### src/hdl/fcc_pkg.sv
// Shared types, codes and helpers for the FAT cluster chain read sequencer.
`timescale 1ns / 1ps

package fcc_pkg;

    // Input function codes
    localparam logic [1:0] FUNC_FAT_WRITE = 2'd0;
    localparam logic [1:0] FUNC_START     = 2'd1;
    localparam logic [1:0] FUNC_REQUEST   = 2'd2;

    // Result status codes
    localparam logic [2:0] ST_ISSUED     = 3'd0;
    localparam logic [2:0] ST_NO_CMD     = 3'd1;
    localparam logic [2:0] ST_BAD_START  = 3'd2;
    localparam logic [2:0] ST_CHAIN_END  = 3'd3;
    localparam logic [2:0] ST_NOT_ACTIVE = 3'd4;

    // Configuration register indexes
    localparam logic [1:0] REG_HEAP_OFFSET = 2'd0;
    localparam logic [1:0] REG_CLUSTER_SHIFT = 2'd1;
    localparam logic [1:0] REG_FAT_COUNT = 2'd2;

    localparam int CFG_IDX_W  = 2;
    localparam int CFG_DATA_W = 64;

    // Cluster numbering
    localparam logic [31:0] FIRST_DATA_CLUSTER = 32'd2;
    localparam logic [31:0] LAST_VALID_CLUSTER = 32'hFFFF_FFF6;
    localparam logic [31:0] END_OF_CHAIN       = 32'hFFFF_FFFF;

    // Cluster size shift limits and reset value
    localparam logic [4:0] SHIFT_MIN   = 5'd9;
    localparam logic [4:0] SHIFT_MAX   = 5'd25;
    localparam logic [4:0] SHIFT_RESET = 5'd12;

    // Width of in-cluster byte counts (cluster is at most 2^25 bytes)
    localparam int DONE_W = 26;

    // Command queue between front and back
    localparam int QDEPTH = 2;
    localparam int QPTR_W = 1;
    localparam int QCNT_W = 2;

    typedef struct packed {
        logic [1:0]  func;
        logic [15:0] fat_index;
        logic [31:0] fat_value;
        logic [31:0] start_cluster;
        logic [63:0] file_length;
        logic        contiguous;
    } in_t;

    typedef struct packed {
        logic [63:0] read_offset;
        logic [16:0] read_length;
        logic        last_chunk;
        logic [2:0]  status;
    } out_t;

    typedef enum logic [1:0] {
        OP_FAT_WR = 2'd0,
        OP_START  = 2'd1,
        OP_REQ    = 2'd2,
        OP_NOP    = 2'd3
    } op_t;

    // Classified command as held in the queue
    typedef struct packed {
        op_t         op;
        logic        start_ok;
        logic        len_zero;
        logic [15:0] fat_index;
        logic [31:0] fat_value;
        logic [31:0] start_cluster;
        logic [63:0] file_length;
        logic        contiguous;
    } cmd_t;

    function automatic logic cluster_ok(input logic [31:0] c);
        cluster_ok = (c >= FIRST_DATA_CLUSTER) && (c <= LAST_VALID_CLUSTER);
    endfunction

endpackage

### src/hdl/fcc_front.sv
// Front end: accepts input transactions, classifies them and queues commands.
`timescale 1ns / 1ps

module fcc_front (
    input  logic            aclk,
    input  logic            aresetn,
    input  logic            s_valid,
    output logic            s_ready,
    input  fcc_pkg::in_t    s_data,
    output logic            q_valid,
    output fcc_pkg::cmd_t   q_data,
    input  logic            q_pop
);

    fcc_pkg::cmd_t                  queue_reg [fcc_pkg::QDEPTH];
    logic [fcc_pkg::QPTR_W-1:0]     wr_ptr_reg, wr_ptr_next;
    logic [fcc_pkg::QPTR_W-1:0]     rd_ptr_reg, rd_ptr_next;
    logic [fcc_pkg::QCNT_W-1:0]     count_reg, count_next;
    fcc_pkg::cmd_t                  entry;
    logic                           push;
    logic                           pop;

    // Decode function code and pre-check the start parameters
    always_comb begin
        entry.fat_index     = s_data.fat_index;
        entry.fat_value     = s_data.fat_value;
        entry.start_cluster = s_data.start_cluster;
        entry.file_length   = s_data.file_length;
        entry.contiguous    = s_data.contiguous;
        entry.start_ok      = fcc_pkg::cluster_ok(s_data.start_cluster);
        entry.len_zero      = (s_data.file_length == 64'd0);
        case (s_data.func)
            fcc_pkg::FUNC_FAT_WRITE: entry.op = fcc_pkg::OP_FAT_WR;
            fcc_pkg::FUNC_START:     entry.op = fcc_pkg::OP_START;
            fcc_pkg::FUNC_REQUEST:   entry.op = fcc_pkg::OP_REQ;
            default:                 entry.op = fcc_pkg::OP_NOP;
        endcase
    end

    // Queue control
    assign s_ready = (count_reg != fcc_pkg::QCNT_W'(fcc_pkg::QDEPTH));
    assign q_valid = (count_reg != '0);
    assign q_data  = queue_reg[rd_ptr_reg];
    assign push    = s_valid && s_ready;
    assign pop     = q_pop && q_valid;

    always_comb begin
        wr_ptr_next = push ? wr_ptr_reg + 1'b1 : wr_ptr_reg;
        rd_ptr_next = pop ? rd_ptr_reg + 1'b1 : rd_ptr_reg;
        count_next  = count_reg;
        if (push && !pop) begin
            count_next = count_reg + 1'b1;
        end else if (pop && !push) begin
            count_next = count_reg - 1'b1;
        end
    end

    always_ff @(posedge aclk) begin
        if (!aresetn) begin
            wr_ptr_reg <= '0;
            rd_ptr_reg <= '0;
            count_reg  <= '0;
        end else begin
            wr_ptr_reg <= wr_ptr_next;
            rd_ptr_reg <= rd_ptr_next;
            count_reg  <= count_next;
        end
    end

    // Queue storage
    always_ff @(posedge aclk) begin
        if (push) begin
            queue_reg[wr_ptr_reg] <= entry;
        end
    end

endmodule

### config.mk
export PLATFORM = sky130hd
export DESIGN_NAME = fcc_front
export DESIGN_NICKNAME = d
export VERILOG_FILES = /design/src/hdl/fcc_pkg.sv /design/src/hdl/fcc_front.sv
export SDC_FILE = /design/constraint.sdc
export NUM_CORES = 1
export LEC_CHECK = 0
export BUFFER_PORTS_ARGS = -buffer_cell sky130_fd_sc_hd__buf_2
export CELL_PAD_IN_SITES_DETAIL_PLACEMENT = 0
export CELL_PAD_IN_SITES_GLOBAL_PLACEMENT = 1
export CORE_AREA = 2 2 142 247
export CTS_CLUSTER_SIZE = 24
export DETAILED_ROUTE_END_ITERATION = 8
export DIE_AREA = 0 0 144 249
export GPL_TIMING_DRIVEN = 1
export PLACE_DENSITY_LB_ADDON = 0.1
export SLEW_MARGIN = 20
export SYNTH_ARGS = -nofsm -noshare
export SYNTH_HDL_FRONTEND = slang
export SYNTH_SLANG_ARGS = --single-unit
export TNS_END_PERCENT = 10
### constraint.sdc
create_clock -name aclk -period 11.93 [get_ports aclk]
set_input_delay 0.5965 -clock aclk [delete_from_list [all_inputs] [get_ports aclk]]
set_output_delay 0.5965 -clock aclk [all_outputs]
set_load 0.005 [all_outputs]
==> metrics.md, run 1 <==
| Metric | Value |
|---|---|
| Maximum VDD drop | `~0.14 mV` |
| DIE WIDTH | `144 um` |
| Crit path kind | `reg -> out` |
| Final Max Slew Viols | `0` |
| Vias | `roughly 6k` |
| Area of the die | `approximately 36,000 um^2` |
| Longest Clk Path Bufs | `3` |
| Post-Syn Area | `11,700 um^2` |
| Fin. Hold Viols | `0` |
| Sequential area share after synthesis | `77.5%` |
| Synth top area cells | `edfxtp_1 (77%), mux2_4 (13%), mux2_2 (4.7%)` |
| Number of global-route vias before repair | `approximately 6.6k` |
| Relative max-transition margin | `27.5%` |
| Setup TNS | `0 ps` |
| Slew @ Worst Pin | `1090 ps` |
| Leak | `about 5.4 nW` |
| Minimum setup slack among reg-to-reg paths | `between 9000 and 10,000 ps` |
| Drt wl/cell | `roughly 19 um` |
| Final wirelength | `between 20,000 and 30,000 um` |
| Synth area leader | `edfxtp_1` |
| Yosys reg bits | `303` |
| DR pass1 iterations | `4` |
| Clock latency on the worst-skew pair | `between 500 and 600 ps` |
| Layout Nets | `roughly 1k` |
| DRC | `0` |
| Setup crit end kind | `output pin` |
| P&R area growth vs syn | `24.4%` |
| Hold buffer count at CTS | `0` |
| First-pass GRT wire length | `~38,000 um` |
| Yosys top cell area share | `between 70% and 80%` |
| Synthesized area per cell | `between 20 and 25 um^2` |
| CTS H-tree lvls | `1` |
| Core box area | `approximately 34,000 um^2` |
| Worst path required time | `between 10,000 and 15,000 ps` |
| Tot Pwr | `approximately 0.003 W` |
| Die height | `249 um` |
| Resized cells post-CTS | `0` |
| Final worst-path cycle share | `around 27%` |
| I/O pin total | `302` |
| Post-CTS Setup Inserts | `0` |
| Worst Hold Margin | `244 ps` |
| Met2 wire length | `around 14,000 um` |
| Mapped Cells | `approximately 530` |
| Most common cell after layout, fill and taps aside | `buf_2` |
| Yosys warning count | `0` |
| Most frequent cells in the layout | `buf_2 (301), edfxtp_1 (298), mux2_4 (100)` |
| WP data arrival | `2660 ps` |
| Peak Freq | `slightly above 300 MHz` |
| Number of port buffers | `301` |
| Synth cell types | `25` |
| CTS Buf Count | `28` |
| Clk slew on worst S/H paths | `approximately 60 ps` |
| Routability congestion estimate | `between 0.7 and 0.8` |
| Startpoint Class | `flop` |
| Largest register FFs | `~300` |
| Reg2Reg Depth | `4` |
| Minimum clock period | `about 3300 ps` |
| Largest net degree at the start of global routing | `76` |
| Synthesized net count | `685` |
| CTS tree | `built` |
| Setup Skew | `between 10 and 15 ps` |
| Crit Path Max Fanout | `48` |
| Top sig layer | `met4` |
| Total GRT Usage | `between 10 and 15%` |
| Final HPWL DP | `roughly 18,000 um` |
| RSZ-0062 raised after global routing | `false` |
| Fill cells | `approximately 3.0k` |
| Vias per cell | `around 4.6` |
| Count of final setup violators | `0` |
| Cell Pwr Density | `207 nW/um^2` |
| Post-synth EDFFs | `298` |
| N_diodes | `0` |
| Placed Cells | `~1.3k` |
| Initial cell density of the core | `34.6%` |
| Clk sinks | `between 300 and 400` |
| Overflow after GRT | `0` |
| Run status | `completed` |
| Share of layout cells above drive strength 1 | `57.0%` |
| WL met3 | `approximately 1900 um` |
| Post-route ant nets | `0` |
| Max Cap Viol | `0` |
| Most used DFF post-synth | `edfxtp_1` |
| Final cell count without fillers | `around 1.3k` |
| Worst hold path cell count | `1` |
| Worst hold path class | `in -> reg` |
| Root Buffer | `clkbuf_16` |
| Met1 Wirelength | `between 8000 and 9000 um` |
| Initial antenna violation count | `0` |
| # rows | `89` |
| Iteration-0 DRC Markers | `201` |
| Share of flip-flops with an asynchronous set or reset | `0%` |
cell type report:
class                           instances  area (um^2)  area share (%)
Tap cell                              455          569            3.92
Clock buffer                           39          783            5.39
Inverter                                1         3.75          0.0258
Clock inverter                         13         85.1           0.586
Multi-Input combinational cell        210         2450            16.9
Sequential cell                       303         9050            62.3
Timing Repair Buffer                  308         1580            10.9
synthesized netlist by cell type (all sizes together) (2+ instances only):
cell type    n
edfxtp     298
mux2       149
nor4        25
buf         17
nand4       13
dfxtp        5
and2         4
xnor2        3
clkbuf       2
nand2        2
nor2         2
nor3         2
logic make-up (layout without fill, tap and decap cells):
family	Yosys count	count (layout)	share of synthesized area, %
AND/OR/NAND/NOR	52	52	2.68
multiplexers	149	149	17.6
flip-flops	303	303	77.5
XOR/XNOR	4	4	0.300
buffers and inverters	20	361	1.58
AO/OA/AOI/OAI	4	4	0.236
adder cells (fa/ha/maj)	1	1	0.107
through the flow:
step | setup WS (ps) | utilization (%) | instance area (um^2)
after floorplan | 4400 | - | 11700
after global placement | 8950 | 40.4 | 13600
after detailed placement | 8930 | 40.4 | 13600
after CTS | 8330 | 43.0 | 14500
after global routing | 8490 | 43.1 | 14500
final | 8670 | 43.1 | 14500
worst paths after layout:
kind / from / end
max: flop / q_data[145]
min: s_data[117] / queue_reg[1][117]
max reg2reg: count_reg[0] / queue_reg[0][77]
min reg2reg: count_reg[1] / count_reg[1]
worst max-delay path: stages (launching register included):
cell and delay [ps]:
dfxtp_4 790, buf_4 780, mux2_2 400, buf_2 140
report_power, final:
group	switching, W	total [W]	internal [W]
Sequential	0.0000596	0.00142	0.00136
Clock	0.000363	0.000841	0.000478
Combinational	0.000350	0.000743	0.000393
Total	0.000773	0.00301	0.00224
metal layers:
metal,GRT usage (%),up-vias
met1,14.4,3003
met3,3.52,43
met2,26.5,220
met5,0,-
li1,-,2799
met4,5.21,0
(Power assumes the default switching activity.)
==> run 2: changes to the inputs <==
==> constraint.sdc (replaced) <==
create_clock -name aclk -period 3.2 [get_ports aclk]
set_input_delay 0.16 -clock aclk [delete_from_list [all_inputs] [get_ports aclk]]
set_output_delay 0.16 -clock aclk [all_outputs]
set_load 0.005 [all_outputs]
==> metrics.md, run 2 (synthesis gave the netlist of run 1 again) <==
| Metric | Value |
|---|---|
| Longest Clk Path Bufs | `3 (unchanged)` |
| Cell Pwr Density | `723 nW/um^2 (+250%)` |
| Placed Cells | `1,286 (+0.78%)` |
| Final wirelength | `26,900 um (+4.4%)` |
| Final HPWL DP | `18,900 um (+5.1%)` |
| Vias | `6,645 (+9.6%)` |
| Setup crit end kind | `output pin` |
| # rows | `89 (unchanged)` |
| Minimum clock period | `around 2500 ps` |
| Share of layout cells above drive strength 1 | `50.3% (-6.7 points)` |
| Total GRT Usage | `14.5% (+0.51 points)` |
| Crit Path Max Fanout | `44 (-8.3%)` |
| Setup Skew | `10.4 ps (-1.73 ps)` |
| Final Max Slew Viols | `0 (unchanged)` |
| WP data arrival | `2290 ps (-370 ps)` |
| Critical path's top delay family | `flip-flops` |
| Final worst-path cycle share | `between 70 and 80%` |
| RSZ-0062 raised after global routing | `false` |
| Slew @ Worst Pin | `645 ps (-442 ps)` |
| N_diodes | `0 (unchanged)` |
| CTS H-tree lvls | `1 (unchanged)` |
| DIE WIDTH | `144 um (unchanged)` |
| DRC | `0 (unchanged)` |
| CP max stage cell | `dfxtp_4` |
| Clk sinks | `303 (unchanged)` |
| Root Buffer | `clkbuf_16` |
| Setup TNS | `0 ps (unchanged)` |
| Relative max-transition margin | `57.0% (+29 points)` |
| Peak Freq | `408 MHz` |
| Drt wl/cell | `18.1 um (-6.7%)` |
| CTS Buf Count | `29 (+3.6%)` |
| Buf/Inv on CP | `2 (unchanged)` |
| Startpoint Class | `flop` |
| Resized cells post-CTS | `0 (unchanged)` |
| Most common cell after layout, fill and taps aside | `buf_2` |
| Number of port buffers | `301 (unchanged)` |
| DR pass1 iterations | `4 (unchanged)` |
| Largest net degree at the start of global routing | `59 (-22%)` |
| Fin. Hold Viols | `0 (unchanged)` |
| Post-route ant nets | `0 (unchanged)` |
| First-pass GRT wire length | `39,600 um (+4.0%)` |
| Crit path kind | `reg -> out` |
| Leak | `6.16 nW (+13%)` |
| Initial cell density of the core | `34.6% (unchanged)` |
| Most frequent cells in the layout | `buf_2 (301), edfxtp_1 (298), dlygate4sd3_1 (148)` |
| Clk slew on worst S/H paths | `60 ps (about the same)` |
| Run status | `completed` |
| CTS tree | `built` |
| Final cell count without fillers | `1,487 (+12%)` |
| Clock latency on the worst-skew pair | `540 ps (about the same)` |
| Area of the die | `35,900 um^2 (unchanged)` |
| Die height | `249 um (unchanged)` |
| Tot Pwr | `0.0118 W (+290%)` |
| Layout Nets | `1,162 (+16%)` |
| Routability congestion estimate | `0.733 (+0.99%)` |
| CP Cell Sequence | `buf_12 > mux2_2 > buf_2` |
| I/O pin total | `302 (unchanged)` |
| Largest register FFs | `298 (unchanged)` |
| Core box area | `33,700 um^2 (unchanged)` |
| Final Core Density | `48.2% (+5.2 points)` |
| Critical path's largest stage delay | `750 ps (-40 ps)` |
| Maximum VDD drop | `0.448 mV (+230%)` |
| Vias per cell | `4.47 (-2.1%)` |
| Worst path required time | `3040 ps (-8290 ps)` |
| Initial antenna violation count | `0 (unchanged)` |
| Number of global-route vias before repair | `7,164 (+8.0%)` |
| Overflow after GRT | `0 (unchanged)` |
| Iteration-0 DRC Markers | `148 (-26%)` |
| Count of final setup violators | `0 (unchanged)` |
| Worst hold path class | `in -> reg` |
| P&R area growth vs syn | `39.4%` |
| Max Cap Viol | `0 (unchanged)` |
## run 2: cell count changes in the layout (fill, tap and decap cells not counted), moves of 2 or more
cell,previous run,this run
bufinv_16,1,4
dlygate4sd3_1,0,148
clkinv_1,7,5
buf_12,0,9
clkbuf_8,2,0
clkinv_4,0,2
clkinvlp_4,0,5
clkbuf_1,8,2
## run 2: path summary, 6_finish.rpt
| kind | startpoint | cells past startpoint | slack (ps) | endpoint |
|---|---|---|---|---|
| hold reg to reg | count_reg[1] | 2 | 560 | count_reg[1] |
| setup / recovery | flop | 3 | 750 | q_data[143] |
| hold / removal | s_valid | 4 | 70 | wr_ptr_reg |
| setup reg to reg | count_reg[0] | 5 | 1240 | queue_reg[0][137] |
## run 2: timing repair
| action | in CTS | in global routing |
|---|---|---|
| buffers inserted | 0 | 0 |
| hold buffers | 148 | 0 |
| endpoints found under the hold margin | 299 | 0 |
## run 2: worst reg2reg max path: cells and delay by family, from the launching register on
family / cells / cell delay [ps]
simple gates: 3 / 730
flops: 1 / 370
buf+inv: 2 / 540
## run 2: final cells by class
type | instances | area, um^2
Clock buffer | 31 | 733
Clock inverter | 22 | 228
Fill cell | 2944 | 17500
Inverter | 1 | 3.75
Multi-Input combinational cell | 210 | 2460
Sequential cell | 303 | 9050
Tap cell | 455 | 569
Timing Repair Buffer | 465 | 3220
## run 2: where the power goes
group | internal (W) | switching, W
Sequential | 0.00507 | 0.000224
Combinational | 0.00168 | 0.00137
Clock | 0.00199 | 0.00143
## run 2: per-stage QoR
| stage | worst slack [ps] | hold WS, ps | area [um^2] |
|---|---|---|---|
| after CTS | 677 | 40.3 | 16300 |
| after global routing | 634 | 83.8 | 16300 |
| after floorplan | 5.41 | 259 | 11700 |
| final | 748 | 65.2 | 16300 |
| after detailed placement | 1250 | 352 | 13800 |
| after global placement | 1280 | 349 | 13800 |
## run 2: per-layer routing
metal	track usage [%]	up-vias	part of all wire, %
li1	-	3110	-
met1	15.2	3287	36
met2	28.1	211	56
met3	2.92	37	5.6
met4	4.59	0	2.4
met5	0	-	0
==> run 3: changes to the inputs <==
==> constraint.sdc (replaced) <==
create_clock -name aclk -period 2.6 [get_ports aclk]
set_input_delay 0.13 -clock aclk [delete_from_list [all_inputs] [get_ports aclk]]
set_output_delay 0.13 -clock aclk [all_outputs]
set_load 0.005 [all_outputs]
==> metrics.md, run 3 (synthesis gave the netlist of run 1 again) <==
| Metric | Value |
|---|---|
| Switching Power | `0.00367 W (+22%)` |
| Final worst-path cycle share | `83.6%` |
| Most frequent cells in the layout | `buf_2 (301), edfxtp_1 (298), dlygate4sd3_1 (148)` |
| # rows | `89 (unchanged)` |
| CTS H-tree lvls | `1 (unchanged)` |
| Internal power | `0.0105 W (+20%)` |
| Clk slew on worst S/H paths | `60 ps (about the same)` |
| Final wirelength | `27,400 um (+2.0%)` |
| Count of final setup violators | `0 (unchanged)` |
| I/O pin total | `302 (unchanged)` |
| Die height | `249 um (unchanged)` |
| Final Core Density | `47.7% (-0.49 points)` |
| Layout Nets | `1,154 (-0.69%)` |
| Setup Skew | `11.8 ps (+1.42 ps)` |
| Number of global-route vias before repair | `7,379 (+3.0%)` |
| Fin. Hold Viols | `0 (unchanged)` |
| DRC | `0 (unchanged)` |
| Total area of sequential cells | `9050 um^2 (unchanged)` |
| Largest register FFs | `298 (unchanged)` |
| Seq pwr share | `45.7% (+0.7 points)` |
| Startpoint Class | `flop` |
| DR pass1 iterations | `5 (+1)` |
| Total GRT Usage | `14.9% (+0.43 points)` |
| Number of port buffers | `301 (unchanged)` |
| CTS tree | `built` |
| WP data arrival | `2040 ps (-250 ps)` |
| Iteration-0 DRC Markers | `266 (+80%)` |
| Max Cap Viol | `0 (unchanged)` |
| Clock share of power | `27.9% (-1.1 points)` |
| Cell Pwr Density | `878 nW/um^2 (+22%)` |
| Share of layout cells above drive strength 1 | `49.4% (-0.88 points)` |
| Multi-input logic area | `2470 um^2 (+0.20%)` |
| Reg2Reg Launch Point | `count_reg[0]` |
| Most common cell after layout, fill and taps aside | `buf_2` |
| Worst path required time | `2470 ps (-570 ps)` |
| Relative max-transition margin | `66.5% (+9.5 points)` |
| Final Max Slew Viols | `0 (unchanged)` |
| Final HPWL DP | `18,200 um (-3.4%)` |
| Peak Freq | `460 MHz` |
| DIE WIDTH | `144 um (unchanged)` |
| Post-route ant nets | `0 (unchanged)` |
| Longest Clk Path Bufs | `3 (unchanged)` |
| Overflow after GRT | `0 (unchanged)` |
| HP Start | `s_valid` |
| Maximum VDD drop | `0.738 mV (+65%)` |
| Slew @ Worst Pin | `503 ps (-142 ps)` |
| Leak | `6.09 nW (-1.1%)` |
| First-pass GRT wire length | `41,000 um (+3.5%)` |
| P&R area growth vs syn | `38.0%` |
| Crit Path Max Fanout | `63 (+43%)` |
| Area of the die | `35,900 um^2 (unchanged)` |
| Fill cells | `2,982 (+1.3%)` |
| Worst r2r dst | `queue_reg[1][77]` |
| Sw frac | `26.0% (+0.26 points)` |
| RSZ-0062 raised after global routing | `false` |
| Clk sinks | `303 (unchanged)` |
| Minimum setup slack among reg-to-reg paths | `960 ps (-280 ps)` |
| Worst hold path class | `in -> reg` |
| Routability congestion estimate | `0.762 (+4.0%)` |
| Setup crit end kind | `output pin` |
| Minimum clock period | `2170 ps` |
| Core box area | `33,700 um^2 (unchanged)` |
| Crit path kind | `reg -> out` |
| Worst hold path cell count | `4 (unchanged)` |
| Run status | `completed` |
| Root Buffer | `clkbuf_16` |
| Initial cell density of the core | `34.6% (unchanged)` |
| N_diodes | `0 (unchanged)` |
| Largest net degree at the start of global routing | `76 (+29%)` |
| Setup TNS | `0 ps (unchanged)` |
| Combinational Power Share | `26.4% (+0.4 points)` |
| Clock latency on the worst-skew pair | `540 ps (about the same)` |
| Post-CTS Setup Inserts | `0 (unchanged)` |
| Initial antenna violation count | `0 (unchanged)` |
| Vias | `6,615 (-0.45%)` |
| Resized cells post-CTS | `0 (unchanged)` |
| Reg2Reg Depth | `3 (-2)` |
| Drt wl/cell | `18.5 um (+2.6%)` |
| Worst Hold Endpoint | `wr_ptr_reg` |
| CTS Buf Count | `28 (-3.4%)` |
| Vias per cell | `4.47 (about the same)` |
-- run 3: cell types whose count changed in the layout (fill, tap and decap cells not counted), sizes merged --
| cell | previous run | this run |
|---|---|---|
| buf | 317 | 310 |
| bufinv | 4 | 1 |
| clkbuf | 31 | 39 |
| clkinv | 12 | 11 |
| clkinvlp | 5 | 1 |
| inv | 2 | 1 |
-- run 3: power groups by stage --
stage,registers [W],logic (W),clock network [W]
5_1_grt,0.00652,0.00404,0.00426
2_1_floorplan,0.00652,0.00228,0
3_5_place_dp,0.00657,0.00366,0
6_report,0.00646,0.00373,0.00395
3_3_place_gp,0.00653,0.00361,0
4_1_cts,0.00647,0.00385,0.00409
-- run 3: routing by layer --
metal	vias to the layer above	global-route usage (%)	part of all wire (%)	wire, um
li1	3094	-	-	-
met1	3301	15.9	36	9970
met2	191	29.1	57	15500
met3	29	2.83	5.2	1420
met4	0	4.01	1.9	508
met5	-	0	0	0
-- run 3: through the flow --
step	power (W)	cells	setup WS, ps	area [um^2]	hold slack (ps)
after floorplan	0.00879	533	-570	11700	229
after global placement	0.0101	1279	974	13700	320
after detailed placement	0.0102	1279	935	13700	321
after CTS	0.0144	1479	372	16100	27.7
after global routing	0.0148	1479	315	16100	55.9
final	0.0141	1479	426	16100	57.8
-- run 3: what timing repair did --
item                       4_1_cts  5_1_grt
setup endpoints to repair        0        0
hold endpoints to repair       299        0
hold buffers                   148        0
-- run 3: cell type report --
type / instances / area share (%)
Inverter: 1 / 0.0233
Sequential cell: 303 / 56.2
Tap cell: 455 / 3.53
Timing Repair Buffer: 458 / 19.4
Clock buffer: 39 / 4.93
Clock inverter: 13 / 0.536
Multi-Input combinational cell: 210 / 15.3
-- run 3: worst max path at each step --
stage / endpoint / cells past startpoint / slack [ps] / startpoint
floorplan: queue_reg[0][0] / 3 / -570 / count_reg[0]
global placement: queue_reg[0][145] / 4 / 970 / s_data[4]
detailed placement: queue_reg[0][145] / 4 / 940 / s_data[4]
CTS: q_data[5] / 3 / 370 / flop
global route: q_data[5] / 3 / 320 / flop
finish: q_data[5] / 3 / 430 / flop
-- run 3: worst max-delay path, cell delays in order, from the launching register on --
cell and delay, ps:
dfxtp_4 500, buf_12 410, mux2_2 400, buf_2 130
